## src/rtl/waws_pkg.sv

```systemverilog
// ----------------------------------------------------------------------------
// waws_pkg
// Shared types and constants for the word anagram window search block.
// ----------------------------------------------------------------------------
package waws_pkg;

    localparam int SYM_W      = 8;
    localparam int KIND_W     = 2;
    localparam int CFG_W      = 7;
    localparam int CNT_W      = 7;
    localparam int HIST_DEPTH = 256;
    localparam int OFS_W      = 8;
    localparam int WORD_W     = 16;
    localparam int DIST_W     = 9;

    // input item kinds
    localparam logic [KIND_W-1:0] KIND_LOAD  = 2'd0;
    localparam logic [KIND_W-1:0] KIND_TEXT  = 2'd1;
    localparam logic [KIND_W-1:0] KIND_CLEAR = 2'd2;

    // histogram operation carried down the pipeline
    typedef enum logic [2:0] {
        OP_NOP,
        OP_LOAD,
        OP_CLEAR,
        OP_WCLEAR,
        OP_TEXT
    } op_t;

    typedef struct packed {
        op_t               op;
        logic [SYM_W-1:0]  sym;
        logic              has_gone;
        logic              full;
        logic [OFS_W-1:0]  start;
        logic [WORD_W-1:0] word_num;
    } item_t;

    // match sits in the lowest bit
    typedef struct packed {
        logic [WORD_W-1:0] total;
        logic [WORD_W-1:0] word_num;
        logic [OFS_W-1:0]  start;
        logic              match;
    } result_t;

    localparam int RES_W       = $bits(result_t);
    localparam int RES_TDATA_W = ((RES_W + 7) / 8) * 8;

    localparam int OUT_DEPTH = 4;
    localparam int OUT_LVL_W = 3;

endpackage

```

## src/rtl/waws_front.sv

```systemverilog
// ----------------------------------------------------------------------------
// waws_front
// Input stage: word tracking, window width, word counter and the ring of
// recent text bytes that yields the byte leaving the window.
// ----------------------------------------------------------------------------
module waws_front
    import waws_pkg::*;
#(
    parameter int MAX_PATTERN = 64,
    parameter int MAX_WORD    = 256
) (
    input  logic              aclk,
    input  logic              aresetn,
    input  logic              in_accept,
    input  logic [KIND_W-1:0] in_kind,
    input  logic [SYM_W-1:0]  in_sym,
    input  logic              cfg_we,
    input  logic [CFG_W-1:0]  cfg_wdata,
    output logic              st1_valid,
    output item_t             st1_item,
    output logic [SYM_W-1:0]  st1_gone
);

    localparam int LEN_W = $clog2(MAX_PATTERN + 1);
    localparam int PTR_W = (MAX_PATTERN > 1) ? $clog2(MAX_PATTERN) : 1;
    localparam int POS_W = $clog2(MAX_WORD + 1);
    localparam int CW_A  = (POS_W > LEN_W) ? POS_W : LEN_W;
    localparam int CW    = ((CW_A > OFS_W) ? CW_A : OFS_W) + 2;

    logic [SYM_W-1:0]  recent_mem [MAX_PATTERN];

    logic [CFG_W-1:0]  plen_reg, plen_next;
    logic [POS_W-1:0]  pos_reg, pos_next;
    logic [PTR_W-1:0]  ptr_reg, ptr_next;
    logic [WORD_W-1:0] wc_reg, wc_next;
    logic              st1_valid_reg;
    item_t             st1_item_reg, item_next;
    logic [SYM_W-1:0]  gone_reg;
    logic              rec_we;

    logic [LEN_W-1:0]  win_len;
    logic [CW-1:0]     len_x, pos_x, ptr_x, ofs_x, rd_x;

    function automatic logic is_space(input logic [SYM_W-1:0] c);
        return (c == 8'h20) || ((c >= 8'h09) && (c <= 8'h0D));
    endfunction

    // zero acts as one, oversize clamps to the ring depth
    always_comb begin
        if (plen_reg == '0) begin
            win_len = LEN_W'(1);
        end else if (CW'(plen_reg) > CW'(MAX_PATTERN)) begin
            win_len = LEN_W'(MAX_PATTERN);
        end else begin
            win_len = LEN_W'(plen_reg);
        end
    end

    always_comb begin
        len_x = CW'(win_len);
        pos_x = CW'(pos_reg);
        ptr_x = CW'(ptr_reg);
        ofs_x = pos_x + CW'(1) - len_x;
        rd_x  = (ptr_x >= len_x) ? (ptr_x - len_x) : (ptr_x + CW'(MAX_PATTERN) - len_x);

        plen_next = plen_reg;
        pos_next  = pos_reg;
        ptr_next  = ptr_reg;
        wc_next   = wc_reg;
        rec_we    = 1'b0;

        item_next.op       = OP_NOP;
        item_next.sym      = in_sym;
        item_next.has_gone = 1'b0;
        item_next.full     = 1'b0;
        item_next.start    = '0;

        if (cfg_we) begin
            plen_next = cfg_wdata;
            pos_next  = '0;
            ptr_next  = '0;
        end else if (in_accept) begin
            case (in_kind)
                KIND_LOAD: begin
                    item_next.op = OP_LOAD;
                    pos_next     = '0;
                    ptr_next     = '0;
                end
                KIND_CLEAR: begin
                    item_next.op = OP_CLEAR;
                    pos_next     = '0;
                    ptr_next     = '0;
                end
                KIND_TEXT: begin
                    if (is_space(in_sym)) begin
                        // runs of whitespace count as one separator
                        if (pos_reg != '0) begin
                            if (wc_reg != '1) begin
                                wc_next = wc_reg + 1'b1;
                            end
                            item_next.op = OP_WCLEAR;
                            pos_next     = '0;
                            ptr_next     = '0;
                        end
                    end else if (pos_x < CW'(MAX_WORD)) begin
                        item_next.op       = OP_TEXT;
                        item_next.has_gone = (pos_x >= len_x);
                        item_next.full     = ((pos_x + CW'(1)) >= len_x);
                        if (ofs_x > CW'({OFS_W{1'b1}})) begin
                            item_next.start = '1;
                        end else begin
                            item_next.start = ofs_x[OFS_W-1:0];
                        end
                        rec_we   = 1'b1;
                        pos_next = pos_reg + 1'b1;
                        ptr_next = (ptr_x == CW'(MAX_PATTERN - 1)) ? '0 : (ptr_reg + 1'b1);
                    end
                end
                default: begin
                end
            endcase
        end
        item_next.word_num = wc_next;
    end

    always_ff @(posedge aclk) begin
        if (!aresetn) begin
            plen_reg      <= CFG_W'(1);
            pos_reg       <= '0;
            ptr_reg       <= '0;
            wc_reg        <= '0;
            st1_valid_reg <= 1'b0;
        end else begin
            plen_reg      <= plen_next;
            pos_reg       <= pos_next;
            ptr_reg       <= ptr_next;
            wc_reg        <= wc_next;
            st1_valid_reg <= in_accept;
        end
    end

    // read-before-write: at full ring width the leaving byte shares the slot
    always_ff @(posedge aclk) begin
        if (rec_we) begin
            recent_mem[ptr_reg] <= in_sym;
        end
        gone_reg     <= recent_mem[rd_x[PTR_W-1:0]];
        st1_item_reg <= item_next;
    end

    assign st1_valid = st1_valid_reg;
    assign st1_item  = st1_item_reg;
    assign st1_gone  = gone_reg;

endmodule

```

## config.mk

```make
export PLATFORM = sky130hd
export DESIGN_NAME = waws_front
export DESIGN_NICKNAME = d
export VERILOG_FILES = /design/src/rtl/waws_pkg.sv /design/src/rtl/waws_front.sv
export SDC_FILE = /design/constraint.sdc
export NUM_CORES = 1
export LEC_CHECK = 0
export ABC_AREA = 1
export ABC_CLOCK_PERIOD_IN_PS = 5800
export BUFFER_PORTS_ARGS = -buffer_cell sky130_fd_sc_hd__buf_2
export CELL_PAD_IN_SITES_DETAIL_PLACEMENT = 0
export CELL_PAD_IN_SITES_GLOBAL_PLACEMENT = 1
export CORE_MARGIN = 3
export CORE_UTILIZATION = 45
export DETAILED_ROUTE_END_ITERATION = 7
export PLACE_DENSITY_LB_ADDON = 0.1
export SLEW_MARGIN = 0
export SYNTH_ARGS = -nofsm -noshare
export SYNTH_HDL_FRONTEND = slang
export SYNTH_SLANG_ARGS = --single-unit
```

## constraint.sdc

```tcl
create_clock -name aclk -period 5.8 [get_ports aclk]
set_input_delay 0.58 -clock aclk [delete_from_list [all_inputs] [get_ports aclk]]
set_output_delay 0.58 -clock aclk [all_outputs]
set_load 0.005 [all_outputs]
```

Word level (Yosys, flattened, before mapping)
Memories as Yosys holds them, arrays and structs flattened. A register that Yosys moved wholly into a read port is not among the register bits.
Cells that the tools add are included.
- register bits: 76
- RAM bits: 512
- input port bits: 21
- output and inout port bits: 46
- logic and storage cells: 80
- memories kept: 1
- memories (memory ; depth ; width ; rd ports ; clocked after Yosys merged registers in ; wr ports ; line ; source):
    recent_mem ; 64 ; 8 ; 1 ; 1 ; 1 ; waws_front.sv:30 ; logic [SYM_W-1:0] recent_mem [MAX_PATTERN];
- add/sub/neg operators: 8
- $lt $le $gt $ge: 8
- equality and inequality tests: 7
- multiplexer cells: 30
- bitwise logic cells: 4
- reduce and logical (&&, ||, !) cells: 11
- operators by type and width (cell ; number):
    $mux W16 ; 6
    $mux W6 ; 5
    $mux W9 ; 3
    $pmux W9 S2 ; 1
    $add A16 B1 Y16 const B ; 1
    $ne A16 B16 Y1 const B ; 1
    $mux W7 ; 2
    $add A6 B1 Y6 const B ; 2
    $pmux W6 S2 ; 1
    $sub A6 B6 Y6 ; 2
    $gt A11 B8 Y1 const B ; 1
    $sub A10 B7 Y11 ; 1
    $add A9 B1 Y10 const B ; 1
    $ge A10 B7 Y1 ; 1
    $add A9 B1 Y9 const B ; 1
    $ge A9 B7 Y1 ; 1
    $lt A9 B9 Y1 const B ; 1
    $pmux W3 S3 ; 1
    $reduce_bool A9 Y1 ; 1
    $eq A8 B6 Y1 const B ; 1
    $ge A8 B4 Y1 const B ; 1
    $le A8 B4 Y1 const B ; 1
    $mux W8 ; 1
    $ge A6 B7 Y1 ; 1
    other kinds (17) ; 30

Longest topological paths before layout
- depth in word-level cells: 9
- mapped depth: 19
- mapped depth without buffers: 19

Worst setup path after synthesis
OpenSTA, ideal clock, no wires.
- kind: register -> register
- start point: reg plen_reg[6]
- end point: reg gone_reg[1] (netlist: st1_gone[1]) (read register of recent_mem)
- setup time: 0.113 ns
- arrival: 2.481 ns
- required time: 5.687 ns
- setup slack: 3.206 ns
- stages on the path, launching flop included: 19
- buffers on the path: 3
- period minus slack after synthesis: 2.594 ns
- path through: dfxtp_1 inv_2 nand2_1 o21ai_0 ha_1 inv_1 fa_1 buf_4 buf_6 clkbuf_1 nor2_1 o21ai_1 o21ai_0 nand2_1 nand3_1 nand3_1 nand2_1 nand2_1 nand2_1
- word-level cells in the longest chain between the ends: 5
- elaborated cells between the ends (all ways): 8
- those cells by class: add/sub (2); order compare (2); mux (3); reduce/logical (1)
- ends and longest elaborated chain (item ; line ; source):
    start: declaration ; waws_front.sv:32 ; logic [CFG_W-1:0] plen_reg, plen_next;
    start signal: assignment ; waws_front.sv:134 ; plen_reg <= plen_next;
    $gt A7 B7 Y1 ; waws_front.sv:52 ; end else if (CW'(plen_reg) > CW'(MAX_PATTERN)) begin
    $mux W7 ; waws_front.sv:52 ;
    $mux W7 * ; waws_front.sv:50 ; if (plen_reg == '0) begin
    $sub A6 B6 Y6 or $ge A6 B7 Y1 (tied branches) ; waws_front.sv:64 ; rd_x = (ptr_x >= len_x) ? (ptr_x - len_x) : (ptr_x + CW'(MAX_PATTERN) - len_x);
    $mux W6 * ; waws_front.sv:64 ;
    end: declaration ; waws_front.sv:38 ; logic [SYM_W-1:0] gone_reg;
Mark *: on every way between the ends. The rest lies on a longest branch, timed or not.
A chain may end at the register's enable or synchronous reset.

Final worst setup path
- start point: reg plen_reg[6]
- end point: reg gone_reg[7] (netlist: st1_gone[7]) (read register of recent_mem)
Same word-level chain as after synthesis.

==> summary.md <==
| Metric | Value |
|---|---|
| Total CTS buffers | `67` |
| Slew Limit Fails | `0` |
| Initial Utilization | `45.8%` |
| Initial antenna violation count | `0` |
| Fin Setup TNS | `0 ps` |
| Seq/Total Area, Yosys | `68.7%` |
| Final Util | `51.3%` |
| Vias per std cell | `5.54` |
| Dpl hpwl | `39200 um` |
| Mean Syn Cell Area | `11.0 um^2` |
| Type of the worst min-delay path | `in -> reg` |
| Unique masters post-synth | `43` |
| Sw power | `2.84 mW` |
| Root Buffer Master | `clkbuf_16` |
| Die area | `58000 um^2` |
| Syn_nets | `2295` |
| Placed Cells | `2925` |
| Grt ovf | `0` |
| Worst setup path endpoint | `st1_gone[7]$_DFF_P_` |
| Synth-to-Final Area Change | `12.1%` |
| Finished Layout Cells | `3046` |
| Post-Syn Instances | `2249` |
| First-pass GRT wire length | `101000 um` |
| Final Skew | `21.7 ps` |
| CTS tree | `done` |
| Routed Antenna Nets | `0` |
| Post-CTS Setup Bufs | `0` |
| Synth async-reset ratio | `0%` |
| VDD IR max | `0.000222 V` |
| Internal | `7.67 mW` |
| Diodes inserted | `0` |
| Critical Path RT | `6330 ps` |
| RSZ-0062 raised after global routing | `false` |
| Nets@finish | `2344` |
| Reg clk slew, reported paths | `60 ps` |
| Final Cycle Share | `72.4%` |
| Hold_buf cts | `0` |
| Wire length per cell | `21.8 um` |
| Total global-route track usage | `23.2%` |
| Most common cell after layout, fill and taps aside | `edfxtp_1` |
| Crit-path cells | `inv_2 -> nand2_1 -> o21ai_0 -> ha_4 -> inv_1 -> fa_4 -> inv_2 -> buf_4 -> o21ai_0 -> o22ai_1 -> nand2_1 -> nand3_1 -> nand3_1 -> nand2_1 -> nand2_1 -> nand2_1` |
| Flops & latches, synth | `596` |
| Die Width | `241 um` |
| Post-route cell area | `27800 um^2` |
| Clock sink count | `596` |
| Yosys warns | `0` |
| Reg-to-reg startpoint | `plen_reg[6]$_SDFFE_PN0P_` |
| Fmax achieved | `238 MHz` |
| R2r setup slk | `1600 ps` |
| R2R depth | `16` |
| Final GP Congestion | `0.818` |
| Layout cells sized above 1 | `9.40%` |
| Vias in the first global route | `16500` |
| Critical Path Fanout Max | `58` |
| # Max-Cap Violations | `0` |
| CP dominant cell by count | `nand2_1` |
| CP startpoint | `plen_reg[6]$_SDFFE_PN0P_` |
| Die Y-Extent | `241 um` |
| Synth Flop Type | `edfxtp_1` |
| Vias | `16900` |
| Total routed wirelength | `66500 um` |
| Clk Latency, worst-skew pair | `590 ps` |
| EDFF count, synth | `512` |
| Worst path arrival time | `4730 ps` |
| Post-Syn Area | `24800 um^2` |
| Final hold viol count | `0` |
| Clock Power Share | `39.8%` |
| Crit Path Class | `reg -> reg` |
| Lkg Pwr | `10.0 nW` |
| Resize count post-CTS | `0` |
| FP Rows | `85` |
| H-tree levels | `3` |
| Pin count of the biggest net entering global routing | `192` |
| Worst setup EP type | `flop` |
| P per Cell Area | `377 nW/um^2` |
| Switching Share | `27.0%` |
| Clock buffer depth | `3` |
| Most frequent cells in the layout | `edfxtp_1 (512), nor2_1 (461), nand2_1 (313), o21ai_0 (276), nand3_1 (150)` |
| Initial DRC Count | `1321` |
| Relative slew slack | `32.3%` |
| Crit start category | `flop` |
| Total power | `10.5 mW` |
| Post-route DRC | `0` |
| Number of buffers inserted by port buffering | `66` |
| Final hold slack | `207 ps` |
| Post-Place Setup Slack | `1590 ps` |
| Slowest cell on the critical path | `fa_4` |
| Status | `finished clean` |
| Num ports | `67` |
| Post-route setup slack | `1600 ps` |
| Logic pwr share | `15.3%` |
| Core area | `54200 um^2` |
| Final-report setup violation count | `0` |
| Placed inst area | `25700 um^2` |
| Worst path max stage delay | `630 ps` |
| Sequential power share | `44.8%` |
| Largest register FFs | `512` |
| Reg-to-reg endpoint | `st1_gone[7]$_DFF_P_` |
| Slew @ Worst Pin | `1010 ps` |
| Drt first pass iters | `5` |
| Min Tclk post-route | `4200 ps` |
## worst max-delay path: cells and delay by family, from the launching register on
kind | cells | cell delay (ps)
AOI/OAI and AO/OA | 3 | 1050
adders and majority gates | 2 | 840
DFF | 1 | 300
and+or+nand+nor | 7 | 700
buffers and inverters | 4 | 1260
## final cells by class
class	count	area, um^2
Fill cell	4862	26400
Tap cell	696	871
Timing Repair Buffer	92	576
Sequential cell	596	17100
Clock buffer	86	1850
Multi-Input combinational cell	1446	6800
Inverter	95	362
Clock inverter	35	309
## Yosys cell counts, types with 12 or more instances
cell | count | area share (%)
o22ai_1 | 59 | 1.5
nand3_1 | 150 | 3.0
buf_2 | 36 | 0.73
edfxtp_1 | 512 | 62
clkbuf_1 | 36 | 0.54
ha_1 | 23 | 1.2
dfxtp_1 | 84 | 6.8
buf_6 | 15 | 0.68
nor2_1 | 461 | 7.0
inv_1 | 86 | 1.3
o21ai_1 | 63 | 1.3
o21ai_0 | 276 | 5.6
xor2_1 | 14 | 0.49
nand2_1 | 313 | 4.7
buf_4 | 12 | 0.36
a21oi_1 | 25 | 0.50
## layer usage
layer	up-vias	global-route usage, %	routed length [um]
met5	-	0	0
met4	0	7.33	1580
met3	106	3.36	4010
met2	520	37.5	31400
met1	8285	32.9	29600
li1	7961	-	-
## cells by family after synthesis
logic type / after synthesis / synth area share [%]
compound gates: 432 / 9.11
xor+xnor: 18 / 0.696
fa+ha+maj: 25 / 1.32
buf+inv: 207 / 4.07
flops: 596 / 68.7
simple gates: 971 / 16.1
## power groups by stage
stage	Clock [mW]	Sequential [mW]	Combinational [mW]
detailed placement	0	4.80	1.61
global route	4.45	4.71	1.78
finish	4.19	4.71	1.61
floorplan	0	4.80	1.05
CTS	4.27	4.71	1.62
global placement	0	4.80	1.61
## worst min path at each step
stage | startpoint | end | slack [ps] | depth (start not counted)
2_1_floorplan | plen_reg[0]$_SDFFE_PN1P_ | plen_reg[0]$_SDFFE_PN1P_ | 450 | 2
3_3_place_gp | plen_reg[0]$_SDFFE_PN1P_ | plen_reg[0]$_SDFFE_PN1P_ | 470 | 2
3_5_place_dp | wc_reg[8]$_SDFF_PN0_ | st1_item[8]$_DFF_P_ | 480 | 2
4_1_cts | cfg_wdata[0] | plen_reg[0]$_SDFFE_PN1P_ | 180 | 3
5_1_grt | cfg_wdata[0] | plen_reg[0]$_SDFFE_PN1P_ | 210 | 3
6_report | cfg_wdata[0] | plen_reg[0]$_SDFFE_PN1P_ | 210 | 3
No activity file was read; power rests on OpenSTA's default activity.
