**src/rtl/waws_pkg.sv**
```systemverilog
// ----------------------------------------------------------------------------
// waws_pkg
// Shared types and constants for the word anagram window search block.
// ----------------------------------------------------------------------------
package waws_pkg;

    localparam int SYM_W      = 8;
    localparam int KIND_W     = 2;
    localparam int CFG_W      = 7;
    localparam int CNT_W      = 7;
    localparam int HIST_DEPTH = 256;
    localparam int OFS_W      = 8;
    localparam int WORD_W     = 16;
    localparam int DIST_W     = 9;

    // input item kinds
    localparam logic [KIND_W-1:0] KIND_LOAD  = 2'd0;
    localparam logic [KIND_W-1:0] KIND_TEXT  = 2'd1;
    localparam logic [KIND_W-1:0] KIND_CLEAR = 2'd2;

    // histogram operation carried down the pipeline
    typedef enum logic [2:0] {
        OP_NOP,
        OP_LOAD,
        OP_CLEAR,
        OP_WCLEAR,
        OP_TEXT
    } op_t;

    typedef struct packed {
        op_t               op;
        logic [SYM_W-1:0]  sym;
        logic              has_gone;
        logic              full;
        logic [OFS_W-1:0]  start;
        logic [WORD_W-1:0] word_num;
    } item_t;

    // match sits in the lowest bit
    typedef struct packed {
        logic [WORD_W-1:0] total;
        logic [WORD_W-1:0] word_num;
        logic [OFS_W-1:0]  start;
        logic              match;
    } result_t;

    localparam int RES_W       = $bits(result_t);
    localparam int RES_TDATA_W = ((RES_W + 7) / 8) * 8;

    localparam int OUT_DEPTH = 4;
    localparam int OUT_LVL_W = 3;

endpackage

```
**src/rtl/waws_out_fifo.sv**
```systemverilog
// ----------------------------------------------------------------------------
// waws_out_fifo
// Small result queue that absorbs the in-flight items while the output
// side stalls.
// ----------------------------------------------------------------------------
module waws_out_fifo
    import waws_pkg::*;
(
    input  logic                 aclk,
    input  logic                 aresetn,
    input  logic                 push,
    input  result_t              push_data,
    input  logic                 out_ready,
    output logic                 out_valid,
    output result_t              out_data,
    output logic [OUT_LVL_W-1:0] level
);

    localparam int PTR_W = $clog2(OUT_DEPTH);

    result_t              fifo_mem [OUT_DEPTH];
    logic [PTR_W-1:0]     wr_ptr_reg, wr_ptr_next;
    logic [PTR_W-1:0]     rd_ptr_reg, rd_ptr_next;
    logic [OUT_LVL_W-1:0] count_reg, count_next;
    logic                 pop;

    always_comb begin
        pop         = (count_reg != '0) && out_ready;
        wr_ptr_next = push ? (wr_ptr_reg + 1'b1) : wr_ptr_reg;
        rd_ptr_next = pop ? (rd_ptr_reg + 1'b1) : rd_ptr_reg;
        count_next  = count_reg + OUT_LVL_W'(push) - OUT_LVL_W'(pop);
    end

    always_ff @(posedge aclk) begin
        if (!aresetn) begin
            wr_ptr_reg <= '0;
            rd_ptr_reg <= '0;
            count_reg  <= '0;
        end else begin
            wr_ptr_reg <= wr_ptr_next;
            rd_ptr_reg <= rd_ptr_next;
            count_reg  <= count_next;
        end
    end

    always_ff @(posedge aclk) begin
        if (push) begin
            fifo_mem[wr_ptr_reg] <= push_data;
        end
    end

    assign out_valid = (count_reg != '0);
    assign out_data  = fifo_mem[rd_ptr_reg];
    assign level     = count_reg;

endmodule

```
**config.mk**
```make
export PLATFORM = sky130hd
export DESIGN_NAME = waws_out_fifo
export DESIGN_NICKNAME = d
export VERILOG_FILES = /design/src/rtl/waws_pkg.sv /design/src/rtl/waws_out_fifo.sv
export SDC_FILE = /design/constraint.sdc
export NUM_CORES = 1
export LEC_CHECK = 0
export BUFFER_PORTS_ARGS = -buffer_cell sky130_fd_sc_hd__buf_2
export CAP_MARGIN = 20
export CELL_PAD_IN_SITES_DETAIL_PLACEMENT = 1
export CELL_PAD_IN_SITES_GLOBAL_PLACEMENT = 1
export CORE_UTILIZATION = 30
export DETAILED_ROUTE_END_ITERATION = 12
export PLACE_DENSITY_LB_ADDON = 0.1
export SYNTH_ARGS = -nofsm -noshare
export SYNTH_HDL_FRONTEND = slang
export SYNTH_SLANG_ARGS = --single-unit
```
**constraint.sdc**
```tcl
create_clock -name aclk -period 2.5 [get_ports aclk]
set_input_delay 0.5 -clock aclk [delete_from_list [all_inputs] [get_ports aclk]]
set_output_delay 0.5 -clock aclk [all_outputs]
set_load 0.005 [all_outputs]
```
==> Word-level counts from Yosys, hierarchy flattened <==
Memory sizes are Yosys's and may differ from the RTL's. A register that Yosys moved wholly into a read port is not among the register bits.
Cells that the tools add are included.
{ "totals": {"reg_bits": 7, "mem_bits_rw": 164, "input_bits": 45, "output_inout_bits": 45, "wordCells": 14, "mem_count": 1} }
{ "op_classes": {"add_sub_neg": 4, "n_mux": 4, "reduce_logical": 2} }
{ "mem_list": {"columns": ["name", "words", "width", "read_ports", "rd_ports_with_merged_regs", "write_ports", "line_no", "rtl"], "rows": [
  ["fifo_mem", 4, 41, 1, 1, 1, "waws_out_fifo.sv:21", "result_t fifo_mem [OUT_DEPTH];"]
]} }
{ "op_table": {"columns": ["cell", "n"], "rows": [
  ["adder 2 x 1 -> 2 bit (second input constant)", 2],
  ["two-way mux 2 bit", 2],
  ["adder 3 x 1 -> 3 bit", 1],
  ["nonzero test 3 bit", 1],
  ["subtractor 3 x 1 -> 3 bit", 1],
  ["two-way mux 1 bit", 2],
  ["logical AND 1 bit", 1]
]} }

==> Logic depth before layout (Yosys ltp) <==
Gate-level depths: netlist of the first run.
{ "logic_depth": {"depth_word": 4, "mapped_depth": 7, "mapped_depth_nobuf": 7} }

==> Worst setup path before layout of the first run <==
Ideal clock, no wire load.
{ "synth_path": {"kind": "register -> register", "start": "register count_reg[1], in the netlist level[1]", "end": "register count_reg[2], in the netlist level[2]", "setup_time_ns": 0.115, "arrival_ns": 1.836, "t_required_ns": 2.385, "setup_slack_ns": 0.550, "stages_incl_launch_ff": 8, "path_buffers": 0, "synth_period_minus_slack_ns": 1.950, "cell_sequence": "dfxtp_1 o31a_1 ha_1 inv_1 ha_1 fa_1 xnor3_1 and2_1"} }
{ "synth_between": {"elab_chain_cells": 3, "word_cells_on_any_way": 4, "classes_between": "2 x add/sub; 2 x reduce/logical"} }
{ "synth_lines": {"columns": ["item", "line_no", "rtl"], "rows": [
  ["start: declaration", "waws_out_fifo.sv:24", "logic [OUT_LVL_W-1:0] count_reg, count_next;"],
  ["start signal: assignment", "waws_out_fifo.sv:42", "count_reg <= count_next;"],
  ["nonzero test 3 bit", "waws_out_fifo.sv:28", "pop = (count_reg != '0) && out_ready;"],
  ["logical AND 1 bit", "waws_out_fifo.sv:28", null],
  ["net pop", "waws_out_fifo.sv:25", "logic pop;"],
  ["subtractor 3 x 1 -> 3 bit", "waws_out_fifo.sv:31", "count_next = count_reg + OUT_LVL_W'(push) - OUT_LVL_W'(pop);"]
]} }
The timed path passes the listed nets, and every way through them passes these cells.
A chain may end at the register's enable or synchronous reset.

==> reports/results.ini, run 1 <==
[run_status]
outcome = complete, no violations

[die]
fp.dieArea_um2 = 22000
dieHeight_um = 148
io_pins = 90
die_w_um = 148
num_rows = 53
start_util_pct = 30.6
fp.coreArea_um2 = 21000

[timing]
drv_slew = 0
period_share_pct = 92.9
setup_tns_ns = 0
skew_ns = 0.00803
max-slew-margin-rel_pct = 68.7
max_freq_mhz = 431
tightest_slew_ns = 0.464
setup_slack_ns = 0.179
finalHoldViolCount = 0
min_period_ns = 2.32
rsz0062_at_grt = no
setup_viol = 0

[critical_path]
crit_type = reg -> out
cp.required_ns = 2.00
cp_data_arrival_time_ns = 1.82
critPathLaunchType = flop
crit_fanout = 14
cp-end-kind = output pin

[synthesis]
syn_area_um2 = 6440
yosysSeqAreaShare_pct = 79.3
yosysTopAreaCell = edfxtp_1
synth.top_cell.area_share_pct = 76.5
synth_seq_cells = 173
postSynthAreaPerCell_um2 = 24.9
synth_fp_nets = 311
ys_types = 21
synth_cells = 259
yosysWarnings = 0
synthTopCellsByArea = edfxtp_1 77%, mux4_2 14%, dfxtp_1 2.8%

[drt]
post_drt_wl_per_cell_um = 19.0
drc = 0
detail_route.first_pass.iterations = 4
drt_iter0_markers = 127
ant_nets = 0
wl_mm = 12.6
dr_total_vias = 2956
vias_per_cell = 4.46

[global_routing]
grt_max_degree = 24
busiest_layer = met2
groute.usage.overall_pct = 12.2
use_met1_pct = 15.7
grt_pass1_wl_mm = 18.8
met2_usage_pct = 18.6
gr-usage-met3_pct = 3.80
antenna_found_initial = 1
grt_overflow_total = 0
grt_pass1_vias = 3194

[layout]
largest_register = fifo_mem
final_nets = 427
fill_cells = 2026
layout-drive-gt1-share_pct = 46.1
largest_reg_flops = 164
diodes = 0
instances_no_fill = 663
areaGrowthSynthToFinish_pct = 22.2

[clocking]
post_cts_resized = 0
cts_buffer_depth = 2
cts_hold_buf = 0
cts_buffers = 17
cts-root-buf = clkbuf_16
cts_tree = done
clkTransAtPathRegs_ns = 0.06
insertion_delay_ns = 0.42
cts_sinks = 173
cts.htree.levels = 4

[placed_design]
port_buffers = 89
place_ws_ns = 0.414
place_hpwl_mm = 7.48
placedCellCount = 625
gp_congestion = 0.637

[power]
leakage_nw = 2.68
cell_internal_pwr_mw = 5.63
switching_share_pct = 23.2
power_frac_clock_pct = 35.6
p_sw_mw = 1.70
peakVddDrop_mv = 0.452
combPwrFrac_pct = 17.7
seqPwrFrac_pct = 46.7
fin_total_pwr_mw = 7.33
powerDensity_nw_per_um2 = 933

[min_path]
min_path_type = in -> reg

[job]
cap_violations = 0

[layout make-up]
cell class / count / area (µm²) / share of cell area (%)
inverter: 6 / 22.5 / 0.286
sequential: 173 / 5110 / 65.0
tap: 275 / 344 / 4.38
timing repair buffer: 107 / 606 / 7.70
multi-input combinational: 70 / 1200 / 15.2
clock buffer: 20 / 437 / 5.55
clock inverter: 12 / 146 / 1.86
[worst paths after layout]
kind	cells past startpoint	slack [ns]	startpoint	endpoint
max	3	0.18	flop	out_data[40]
min	1	0.29	push_data[7]	fifo_mem[3][7]$_DFFE_PP_
max reg2reg	7	0.46	level[1]$_SDFF_PN0_	level[2]$_SDFF_PN0_
min reg2reg	2	0.47	rd_ptr_reg[1]$_SDFFE_PN0P_	flop
[kinds of logic (layout without fill, tap and decap cells)]
logic type / Yosys count / in the layout / synth area share [%]
AO/OA/AOI/OAI: 2 / 2 / 0.272
XOR/XNOR: 2 / 2 / 0.486
buffers and inverters: 16 / 145 / 2.14
adder cells (fa/ha/maj): 7 / 7 / 1.48
flip-flops: 173 / 173 / 79.3
multiplexers: 45 / 45 / 15.0
AND/OR/NAND/NOR: 14 / 14 / 1.28
[routing by layer]
layer	up-vias	part of all wire (%)
li1	1315	-
met1	1545	45
met2	75	48
met3	19	4.7
met4	2	1.7
met5	-	0.064
[power groups by stage]
stage                     Clock (mW)  Combinational (mW)  Sequential [mW]
after floorplan                    0               0.868             3.46
after global placement             0                1.27             3.50
after detailed placement           0                1.27             3.51
after CTS                       2.70                1.28             3.45
after global routing            2.78                1.43             3.45
final                           2.61                1.30             3.43
[synth_stat cells]
master      n
or3_1       1
mux2i_1     4
buf_1       1
edfxtp_1  164
fa_1        1
nand2b_1    2
nand2_1     2
dfxtp_1     9
nor2b_1     1
mux4_1      1
xor2_1      1
buf_12      4
and2_1      8
buf_6       1
inv_1       6
ha_1        6
buf_2       4
o311ai_0    1
xnor3_1     1
mux4_2     40
o31a_1      1
[worst max-delay path: stages, from the launching register on]
cell	delay, ns
dfxtp_4	0.42
buf_12	0.20
mux4_1	0.61
buf_2	0.16
[repair_timing]
action                                 in CTS  in global routing
buffers inserted                            0                  6
setup endpoints to repair                   0                  1
endpoints found under the hold margin       0                  0
[placed cells by master (no fill, tap or decap), drive strengths merged]
| cell | n |
|---|---|
| or3 | 1 |
| and2 | 8 |
| clkinvlp | 3 |
| fa | 1 |
| nor2b | 1 |
| o311ai | 1 |
| dfxtp | 9 |
| xnor3 | 1 |
| edfxtp | 164 |
| o31a | 1 |
| mux2i | 4 |
| bufinv | 3 |
| mux4 | 41 |
| nand2 | 2 |
| clkbuf | 20 |
| nand2b | 2 |
| xor2 | 1 |
| buf | 107 |
| ha | 6 |
| inv | 6 |
| clkinv | 6 |
[metrics by stage]
step	util (%)	hold WS [ns]	cell area (µm²)
floorplan	-	0.449	6440
global placement	34.4	0.453	7240
detailed placement	34.4	0.471	7240
CTS	37.2	0.264	7820
global route	37.4	0.276	7860
finish	37.4	0.289	7860
Note: power is estimated with default switching activity, not from simulation.
==> inputs of run 2 (changes only) <==
- clock period: 2.5 -> 3 ns (I/O delays scaled with it)
==> run 2 against run 1 <==
Compared with the run above:
- clock-buffer cell count fell by 3
- final area rose by 0.11%
- worst hold slack improved by 0.11 ns
- sequential cell count did not move
- sequential power fell by 15%
- combinational power fell by 23%
- first-iteration DRC count fell by 2.4%
- non-clock buffer count fell by 5
- global-route usage rose by 0.50 points
- highest routed layer is now met4
- critical endpoint is now out_data[0]
==> reports/results.ini, run 2 (synthesis gave the netlist of run 1 again) <==
[layout]
areaGrowthSynthToFinish_pct = 22.3
fin_util_pct = 37.5
largest_register = fifo_mem
final_nets = 422
layout_common_cells = 164 x edfxtp_1, 89 x buf_2, 40 x mux4_2, 17 x clkbuf_16, 8 x buf_4
layout-drive-gt1-share_pct = 46.7
largest_reg_flops = 164
mostFrequentLayoutCell = edfxtp_1

[global_routing]
busiest_layer = met2
grt_pass1_wl_mm = 19.7
antenna_found_initial = 1
grt_max_degree = 42
gr-usage-met3_pct = 3.90
grt_pass1_vias = 3354
groute.usage.overall_pct = 12.7
use_met1_pct = 15.3
met2_usage_pct = 21.1
grt_overflow_total = 0

[power]
fin_total_pwr_mw = 6.07
powerDensity_nw_per_um2 = 771
peakVddDrop_mv = 0.428
leakage_nw = 2.68

[critical_path]
crit_type = reg -> out
max_stage_delay_ns = 0.56
r2r_cells = 7
cp-end-kind = output pin
path_buf_inv = 2
cp.required_ns = 2.40
crit_chain = buf_4, mux4_2, buf_2
cp_data_arrival_time_ns = 2.00
crit_fanout = 17
reg2reg_from = level[1]$_SDFF_PN0_
r2r_end = level[2]$_SDFF_PN0_
critical-path-top-delay-family = flip-flops
ff2ff_setup_slack_ns = 0.90
critPathLaunchType = flop
cp_slowest_cell = dfxtp_4

[timing]
min_period_ns = 2.60
drv_slew = 0
setup_viol = 0
max-slew-margin-rel_pct = 58.6
finalHoldViolCount = 0
skew_ns = 0.00742
max_freq_mhz = 385
setup_tns_ns = 0
period_share_pct = 86.6
tightest_slew_ns = 0.621
rsz0062_at_grt = no
whs_ns = 0.396

[die]
dieHeight_um = 148
fp.dieArea_um2 = 22000
start_util_pct = 30.6
die_w_um = 148
fp.coreArea_um2 = 21000
num_rows = 53
io_pins = 90

[clocking]
cts_tree = done
clkTransAtPathRegs_ns = 0.07
cts.htree.levels = 4
post_cts_resized = 0
cts_hold_buf = 0
cts-root-buf = clkbuf_16
cts_buffers = 17
insertion_delay_ns = 0.42
cts_buffer_depth = 2
cts_setup_buffers = 0
cts_sinks = 173

[drt]
detail_route.first_pass.iterations = 4
drc = 0
post_drt_wl_per_cell_um = 19.4
vias_per_cell = 4.44
drt_iter0_markers = 124
ant_nets = 0
dr_total_vias = 2929
wl_mm = 12.8

[placed_design]
port_buffers = 89
place_hpwl_mm = 8.00
gp_congestion = 0.669

[min_path]
min_path_type = in -> reg
min_to = fifo_mem[3][24]$_DFFE_PP_
holdPathStages = 1
hold_start = push_data[24]

[job]
cap_violations = 0

[run_status]
outcome = complete, no violations

==> run 2: cell types whose count changed in the layout (fill, tap and decap cells not counted), moves of 2 or more <==
cell      delta
clkbuf_1     -3
clkinv_1     -2
diode_2      +2
inv_6        +4
buf_12       +3
buf_4        -8
==> run 2: area by class of cell <==
| cell class | instances | area (µm²) |
|---|---|---|
| timing repair buffer | 102 | 606 |
| sequential | 173 | 5110 |
| inverter | 6 | 22.5 |
| multi-input combinational | 70 | 1200 |
| tap | 275 | 344 |
| clock inverter | 15 | 161 |
| fill | 2038 | 13100 |
| antenna | 2 | 5.00 |
| clock buffer | 17 | 425 |
==> run 2: per-layer routing <==
metal	wire, µm	part of all wire [%]	vias to the layer above
met5	0	0	-
met4	184	1.4	0
met3	628	4.9	13
met2	6440	50	61
met1	5560	43	1541
li1	-	-	1314
==> run 2: worst reg2reg max path, cell delays in order, from the launching register on <==
cell and delay (ns):
dfxtp_1 0.37, o31a_1 0.38, ha_1 0.30, inv_1 0.04, ha_1 0.19, fa_1 0.38, xnor3_1 0.18, and2_1 0.16
==> run 2: report_power, final <==
part	internal (mW)	total (mW)	switching, mW	leakage [nW]
Combinational	0.567	0.995	0.429	0.812
Clock	1.24	2.17	0.929	0.284
Sequential	2.79	2.90	0.113	1.58
Total	4.60	6.07	1.47	2.68
==> run 2: stage by stage <==
stage	instances	area, µm²	worst slack [ns]
after detailed placement	626	7280	0.773
after CTS	658	7870	0.319
final	660	7870	0.401
after floorplan	259	6440	1.00
after global placement	626	7280	0.786
after global routing	658	7870	0.256
==> run 2: worst max-delay path by stage <==
| stage | from | end | cells past startpoint |
|---|---|---|---|
| 2_1_floorplan | out_ready | level[2]$_SDFF_PN0_ | 7 |
| 3_3_place_gp | flop | out_data[6] | 3 |
| 3_5_place_dp | out_ready | level[2]$_SDFF_PN0_ | 8 |
| 4_1_cts | flop | out_data[0] | 3 |
| 5_1_grt | flop | out_data[0] | 3 |
| 6_report | flop | out_data[0] | 3 |
==> inputs of run 3 (changes only) <==
- BUFFER_PORTS_ARGS: -buffer_cell sky130_fd_sc_hd__buf_2 -> -buffer_cell sky130_fd_sc_hd__buf_4
- CTS_CLUSTER_SIZE: not set -> 20
==> run 3 against run 2 <==
Compared with the run above:
- register-to-register slack gained 0.04 ns
- first-iteration DRC count is 1.6% higher
- global-route usage is 0.38 points lower
- sequential share of layout area decreased by 1.3 points
- combinational power is 12% higher
- total power fell by 0.36%
- routed wire length down 2.6%
- sequential power barely moved
- clock skew about the same
- utilization grew 0.76 points
- largest cell class unchanged
==> reports/results.ini, run 3 (synthesis gave the netlist of run 1 again) <==
[layout]
final_area_um2 = 8030
fill_cells = 1998
largest_register = fifo_mem
mostFrequentLayoutCell = edfxtp_1
areaGrowthSynthToFinish_pct = 24.8
layout-drive-gt1-share_pct = 46.1
largest_reg_flops = 164
final_nets = 419
multi_input_area_um2 = 1200
layout_common_cells = 164 x edfxtp_1, 94 x buf_4, 40 x mux4_2, 17 x clkbuf_16, 7 x dfxtp_1
fin_util_pct = 38.2
seq_area_um2 = 5110
diodes = 0

[drt]
detail_route.first_pass.iterations = 4
post_drt_wl_per_cell_um = 19.0
route.met2.wl_mm = 6.13
m1WireLength_mm = 5.48
wl_mm = 12.5
dr_total_vias = 2903
vias_per_cell = 4.43
ant_nets = 0
drc = 0
drt_iter0_markers = 126
routed.top_layer = met4
wl_met3_um = 727

[timing]
min_period_ns = 2.62
drv_slew = 0
max_freq_mhz = 382
finalHoldViolCount = 0
period_share_pct = 87.3
tightest_slew_ns = 0.574
setup_tns_ns = 0
rsz0062_at_grt = no
whs_ns = 0.377
setup_viol = 0
skew_ns = 0.00771
max-slew-margin-rel_pct = 61.8

[clocking]
clkTransAtPathRegs_ns = 0.06
post_cts_resized = 0
cts_tree = done
cts.htree.levels = 4
cts_sinks = 173
cts_hold_buf = 0
cts_buffer_depth = 2
insertion_delay_ns = 0.42
cts-root-buf = clkbuf_16
cts_setup_buffers = 0
cts_buffers = 17

[critical_path]
r2r_end = level[2]$_SDFF_PN0_
cp_data_arrival_time_ns = 2.02
cp.required_ns = 2.40
cp-end-kind = output pin
critPathLaunchType = flop
r2r_cells = 7
crit_type = reg -> out
crit_fanout = 19
ff2ff_setup_slack_ns = 0.94
reg2reg_from = level[1]$_SDFF_PN0_

[global_routing]
grt_pass1_wl_mm = 19.1
grt_overflow_total = 0
groute.usage.overall_pct = 12.3
grt_max_degree = 37
antenna_found_initial = 0
grt_pass1_vias = 3247

[placed_design]
place_area_um2 = 7480
place_hpwl_mm = 7.67
gp_congestion = 0.653
port_buffers = 89

[power]
seqPwrFrac_pct = 48.2
p_sw_mw = 1.43
cell_internal_pwr_mw = 4.61
fin_total_pwr_mw = 6.05
powerDensity_nw_per_um2 = 753
peakVddDrop_mv = 0.370
leakage_nw = 2.72
combPwrFrac_pct = 18.3
power_frac_clock_pct = 33.5
switching_share_pct = 23.7

[min_path]
hold_start = push_data[3]
holdPathStages = 1
min_to = fifo_mem[2][3]$_DFFE_PP_
min_path_type = in -> reg

[run_status]
outcome = complete, no violations

[die]
fp.coreArea_um2 = 21000
dieHeight_um = 148
io_pins = 90
num_rows = 53
start_util_pct = 30.6
fp.dieArea_um2 = 22000
die_w_um = 148

[job]
cap_violations = 0

run 3: per-layer routing:
layer / vias to the layer above / global-route usage (%)
met2: 74 / 19.2
met5: - / 0
met3: 12 / 5.03
li1: 1303 / -
met4: 0 / 4.18
met1: 1514 / 15.5
run 3: worst max-delay path, cell delays in order, from the launching register on:
cell     delay (ns)
dfxtp_4        0.61
buf_4          0.30
mux4_2         0.53
buf_4          0.15
run 3: stage by stage:
stage	std cells	worst slack [ns]
2_1_floorplan	259	1.00
3_3_place_gp	623	0.766
3_5_place_dp	623	0.759
4_1_cts	655	0.295
5_1_grt	655	0.223
6_report	655	0.382
run 3: layout make-up:
cell class	count	share of cell area (%)
flip-flops and latches	173	63.6
multi-input cells	70	14.9
repair buffers	99	10.0
clock buffers	17	5.30
well taps	275	4.28
clock inverters	15	1.56
inverters	6	0.280
run 3: worst max-delay path by stage:
stage                    from             endpoint  slack, ns  cells past startpoint
floorplan           out_ready  level[2]$_SDFF_PN0_       1.00                      7
global placement         flop         out_data[15]       0.77                      3
detailed placement       flop         out_data[22]       0.76                      3
CTS                      flop         out_data[22]       0.29                      3
global route             flop         out_data[14]       0.22                      3
finish                   flop         out_data[22]       0.38                      3
run 3: power groups by stage:
stage	Sequential, mW	Clock [mW]	Combinational [mW]
floorplan	2.88	0	0.723
global placement	2.97	0	1.13
detailed placement	2.97	0	1.14
CTS	2.92	2.10	1.14
global route	2.94	2.18	1.22
finish	2.91	2.03	1.11
